--- config.mk ---
export PLATFORM = sky130hd
export DESIGN_NAME = mmb_front
export DESIGN_NICKNAME = d
export VERILOG_FILES = /design/src/hw/rtl/mmb_pkg.sv /design/src/hw/rtl/mmb_front.sv
export SDC_FILE = /design/constraint.sdc
export NUM_CORES = 1
export LEC_CHECK = 0
export ABC_AREA = 1
export BUFFER_PORTS_ARGS = -buffer_cell sky130_fd_sc_hd__buf_2
export CAP_MARGIN = 10
export CORE_MARGIN = 3
export CORE_UTILIZATION = 30
export CTS_CLUSTER_SIZE = 40
export DETAILED_ROUTE_END_ITERATION = 7
export PLACE_DENSITY = 0.53
export SYNTH_ARGS = -nofsm -noshare
export SYNTH_HDL_FRONTEND = slang
export SYNTH_SLANG_ARGS = --single-unit
--- constraint.sdc ---
create_clock -name clk -period 3.45 [get_ports clk]
set_input_delay 0.69 -clock clk [delete_from_list [all_inputs] [get_ports clk]]
set_output_delay 0.69 -clock clk [all_outputs]
set_load 0.01 [all_outputs]
--- src/hw/rtl/mmb_pkg.sv ---
// ----------------------------------------------------------------------------
// mmb_pkg
// shared types, constants and address decode for the memory map bus
// ----------------------------------------------------------------------------
package mmb_pkg;

  localparam int unsigned ADDR_W  = 16;
  localparam int unsigned DATA_W  = 8;
  localparam int unsigned IDX_W   = 8;
  localparam int unsigned CYC_W   = 7;
  localparam int unsigned IO_AW   = 7;

  localparam logic [7:0]  BYTE_FF     = 8'hFF;
  localparam logic [15:0] DMA_ADDR    = 16'hFF46;
  localparam logic [15:0] ATTR_BASE   = 16'hFE00;
  localparam logic [15:0] ECHO_OFFSET = 16'h2000;

  typedef enum logic [1:0] {
    CMD_READ  = 2'd0,
    CMD_WRITE = 2'd1,
    CMD_TICK  = 2'd2,
    CMD_NOP   = 2'd3
  } cmd_t;

  // what an address lands on
  typedef enum logic [1:0] {
    KIND_MEM  = 2'd0,
    KIND_IO   = 2'd1,
    KIND_IE   = 2'd2,
    KIND_NONE = 2'd3
  } kind_t;

  typedef struct packed {
    kind_t       kind;
    logic [15:0] phys;
  } decode_t;

  // classified item passed from front to back
  typedef struct packed {
    cmd_t        cmd;
    decode_t     dec;
    logic [7:0]  data;
    logic        cpu;
    logic [6:0]  cycles;
    logic        in_high;
    logic        in_vram;
    logic        in_oam;
    logic        vram_open;
    logic        oam_open;
    logic        dma_wr;
  } item_t;

  typedef enum logic [1:0] {
    ST_IDLE,
    ST_RD,
    ST_CP_CHK,
    ST_CP_WR
  } state_t;

  function automatic decode_t decode(input logic [15:0] a);
    decode_t d;
    d.phys = a;
    d.kind = KIND_MEM;
    if (a <= 16'h7FFF) begin
      d.kind = KIND_MEM;
    end else if (a <= 16'h9FFF) begin
      d.kind = KIND_MEM;
    end else if (a <= 16'hBFFF) begin
      d.kind = KIND_NONE;
    end else if (a <= 16'hDFFF) begin
      d.kind = KIND_MEM;
    end else if (a <= 16'hFDFF) begin
      d.kind = KIND_MEM;
      d.phys = a - ECHO_OFFSET;
    end else if (a <= 16'hFE9F) begin
      d.kind = KIND_MEM;
    end else if (a <= 16'hFEFF) begin
      d.kind = KIND_NONE;
    end else if (a == 16'hFF00) begin
      d.kind = KIND_NONE;
    end else if (a >= 16'hFF04 && a <= 16'hFF07) begin
      d.kind = KIND_NONE;
    end else if (a <= 16'hFF7F) begin
      d.kind = KIND_IO;
    end else if (a <= 16'hFFFE) begin
      d.kind = KIND_MEM;
    end else begin
      d.kind = KIND_IE;
    end
    return d;
  endfunction

  // post-boot value of an i/o register
  function automatic logic [7:0] io_reset_value(input logic [6:0] i);
    logic [7:0] v;
    case (i)
      7'h40:   v = 8'h91;
      7'h47:   v = 8'hFC;
      7'h48:   v = 8'hFF;
      7'h49:   v = 8'hFF;
      default: v = 8'h00;
    endcase
    return v;
  endfunction

endpackage

--- src/hw/rtl/mmb_front.sv ---
// ----------------------------------------------------------------------------
// mmb_front
// accepts bus transactions, decodes them and queues them for the back end
// ----------------------------------------------------------------------------
module mmb_front (
  input  logic                 clk,
  input  logic                 rst_n,
  input  logic                 in_tvalid,
  output logic                 in_tready,
  input  logic [1:0]           in_tuser,
  input  logic [39:0]          in_tdata,
  output logic                 q_valid,
  output mmb_pkg::item_t       q_item,
  input  logic                 q_pop
);

  mmb_pkg::item_t    mem_r [2];
  logic              wp_r, wp_nxt;
  logic              rp_r, rp_nxt;
  logic [1:0]        cnt_r, cnt_nxt;
  mmb_pkg::item_t    cls;
  logic [15:0]       a;
  logic              push;

  assign a = in_tdata[15:0];

  always_comb begin
    cls.cmd       = mmb_pkg::cmd_t'(in_tuser);
    cls.dec       = mmb_pkg::decode(a);
    cls.data      = in_tdata[23:16];
    cls.cpu       = in_tdata[24];
    cls.cycles    = in_tdata[31:25];
    cls.vram_open = in_tdata[32];
    cls.oam_open  = in_tdata[33];
    cls.in_high   = (a >= 16'hFF80) && (a <= 16'hFFFE);
    cls.in_vram   = (a >= 16'h8000) && (a <= 16'h9FFF);
    cls.in_oam    = (a >= 16'hFE00) && (a <= 16'hFE9F);
    cls.dma_wr    = in_tdata[24] && (in_tuser == mmb_pkg::CMD_WRITE) &&
                    (a == mmb_pkg::DMA_ADDR);
  end

  assign in_tready = (cnt_r != 2'd2);
  assign push      = in_tvalid && in_tready;
  assign q_valid   = (cnt_r != 2'd0);
  assign q_item    = mem_r[rp_r];

  always_comb begin
    wp_nxt  = push  ? ~wp_r : wp_r;
    rp_nxt  = q_pop ? ~rp_r : rp_r;
    cnt_nxt = cnt_r + 2'(push) - 2'(q_pop);
  end

  always_ff @(posedge clk) begin
    if (!rst_n) begin
      wp_r  <= 1'b0;
      rp_r  <= 1'b0;
      cnt_r <= 2'd0;
    end else begin
      wp_r  <= wp_nxt;
      rp_r  <= rp_nxt;
      cnt_r <= cnt_nxt;
    end
  end

  always_ff @(posedge clk) begin
    if (push) begin
      mem_r[wp_r] <= cls;
    end
  end

endmodule

==> impl_metrics.yaml <==
floorplanning:
  num_rows: 39
  initial_utilization_pct: 31.3
  fp.dieH_um: 116
  io_pins: 90
  core_area_mm2: 0.0116
  die-area_mm2: 0.0135
  fp.dieW_um: 116
power_and_ir_drop:
  power.density_mw_per_mm2: 585
  power_w: 0.00267
  p_leak_nw: 1.79
  ir_drop_mv: 0.301
clock_tree:
  cts.sinks: 89
  cts-root-buf: "clkbuf_16"
  clkTransAtPathRegs_ns: 0.06
  post_cts_buffers: 0
  clock_tree.htree_level_count: 3
  cts_hold_buffers: 0
  cts_max_path_buffers: 2
  clkLatencyLatePin_ns: 0.33
  cts_resized: 0
  numCtsBuffers: 9
  cts_tree: "yes"
synth:
  ys_top_cells_by_area: "edfxtp_1 69%, mux2_2 13%, nand2_1 3.1%, dfxtp_1 2.8%, inv_1 2.7%"
  ys_types: 21
  syn_nets: 297
  yosysWarningCount: 0
  synthArstFlopShare_pct: 0
  synth_top_area_cell: "edfxtp_1"
  avgSynthCellArea_um2: 14.8
  synth_area_mm2: 0.00364
  synth_flop_cell: "edfxtp_1"
  seq_area_frac_synth_pct: 72.1
  synthCells: 246
  synth_top_area_share_pct: 69.3
  synth_edf_count: 84
  synth-seq-cells: 89
timing:
  setup_viol: 0
  tns_ns: 0
  slew_violations: 0
  min_period_ns: 2.55
  skew_ns: 0.00423
  clock.fmax_mhz: 392
  slew_headroom_pct: 60.7
  hold_violations: 0
  holdWs_ns: 0.501
  rsz0062_at_grt: "no"
  tightest_slew_ns: 0.588
  fin_crit_sh_pct: 74.0
grt:
  grt_pass1_wl_um: 11200
  gr-usage-all-layers_pct: 11.3
  grt_max_degree: 32
  overflow: 0
  antenna_found_initial: 1
  grt_pass1_vias: 2196
hold_path:
  hp-class: "flip-flop to flip-flop"
outcome:
  status: "finished, final reports clean"
detailed_routing:
  routed_wl_um: 7190
  viasPerCell: 4.39
  dr.pass1.iters: 4
  wl_per_cell_um: 14.8
  ant_nets: 0
  vias: 2132
  drc: 0
  drt_iter0_drc: 133
worst_setup_path:
  crit_path_top_delay_cell: "dfxtp_2"
  cp.required_ns: 2.76
  crit_family: "buffers and inverters"
  path_class: "flip-flop to primary output"
  worst_path_largest_cell_delay_ns: 0.50
  startpoint_type: "flip-flop"
  arrival_ns: 1.86
  timing.critical_path.cells: "buf_4, mux2_2, buf_2"
  cp_num_buf_inv: 2
  endpoint_kind: "primary output"
  crit_fanout: 31
layout:
  area_growth_syn_to_layout_pct: 25.2
  seqCellArea_mm2: 0.00262
  multi_input_area_um2: 905
  antenna_cells: 0
  nets: 389
  drive_above_1_share_pct: 44.6
  fillers: 1143
job:
  maxCapViolations: 0
placed_design:
  hpwl_um: 4900
  port_buffers: 83
  gp_congestion: 0.820
cell usage after synthesis (2+ instances only):
cell type  instances
a21oi_1            6
dfxtp_1            5
xnor2_1            2
ha_1               5
nor3_1             4
nand3_1            5
nand2_1           30
buf_2              4
inv_1             26
mux2_2            42
o21ai_0            3
edfxtp_1          84
nor2_2             3
nor2_1            19
nand2_2            2
power breakdown:
part	internal [W]	switching [W]	total [W]
Clock	0.000559	0.000390	0.000949
Combinational	0.000163	0.000221	0.000384
Sequential	0.00131	0.0000273	0.00133
Total	0.00203	0.000638	0.00267
state kept, by name, summed over array words and instances (netlist names), named ones only:
| name | cells |
|---|---|
| mem_r | 84 |
| cnt_r | 2 |
| rp_r | 1 |
| wp_r | 1 |
cell usage in the layout (no fill, tap or decap), drive strengths merged, types with 6 or more instances in the layout:
cell type,count
buf,86
edfxtp,84
mux2,42
nand2,32
inv,28
nor2,23
clkbuf,9
a21oi,6
cell families (layout without fill, tap and decap cells):
| logic type | count (synthesis) | after routing | synth area share [%] |
|---|---|---|---|
| AOI/OAI and AO/OA | 10 | 10 | 1.44 |
| xor gates and xnor gates | 2 | 2 | 0.482 |
| adders and majority gates | 5 | 5 | 1.72 |
| buffers and inverters | 32 | 129 | 3.44 |
| muxes | 42 | 42 | 13.0 |
| DFF | 89 | 89 | 72.1 |
| and+or+nand+nor | 66 | 66 | 7.81 |
path summary, 6_finish.rpt:
kind / startpoint / endpoint / slack, ns / depth (start not counted)
worst max-delay path: flip-flop / q_item[0] / 0.90 / 3
worst min-delay path: cnt_r[1] / cnt_r[1] / 0.50 / 2
worst max register to register: cnt_r[0] / mem_r[0][38] / 1.60 / 5
worst min register to register: cnt_r[1] / cnt_r[1] / 0.50 / 2
worst reg2reg max path, delay by kind of cell, from the launching register on:
kind	cells	cell delay [ns]
flops	1	0.33
buf+inv	2	0.54
simple gates	3	0.60
layer usage:
layer  up-vias  track usage, %  wire length, µm
met5         -               0                7
met4         2            2.55               77
met3         9            5.18              425
met2        58            18.3             3530
met1      1010            13.8             3150
li1       1053               -                -
through the flow:
stage               instances  instance area (µm²)  util (%)  setup slack, ns
floorplan                 246                 3640         -            0.433
global placement          470                 4260      36.7             1.18
detailed placement        470                 4260      36.7             1.18
CTS                       486                 4550      39.2            0.813
global route              486                 4550      39.2            0.761
finish                    486                 4550      39.2            0.898
layout make-up:
| cell class | count | area share (%) |
|---|---|---|
| timing repair buffer | 86 | 9.89 |
| multi-input combinational | 125 | 19.9 |
| clock buffer | 9 | 4.95 |
| clock inverter | 7 | 1.54 |
| tap | 143 | 3.93 |
| inverter | 27 | 2.23 |
| sequential | 89 | 57.6 |
Note: power is estimated with default switching activity, not from simulation.
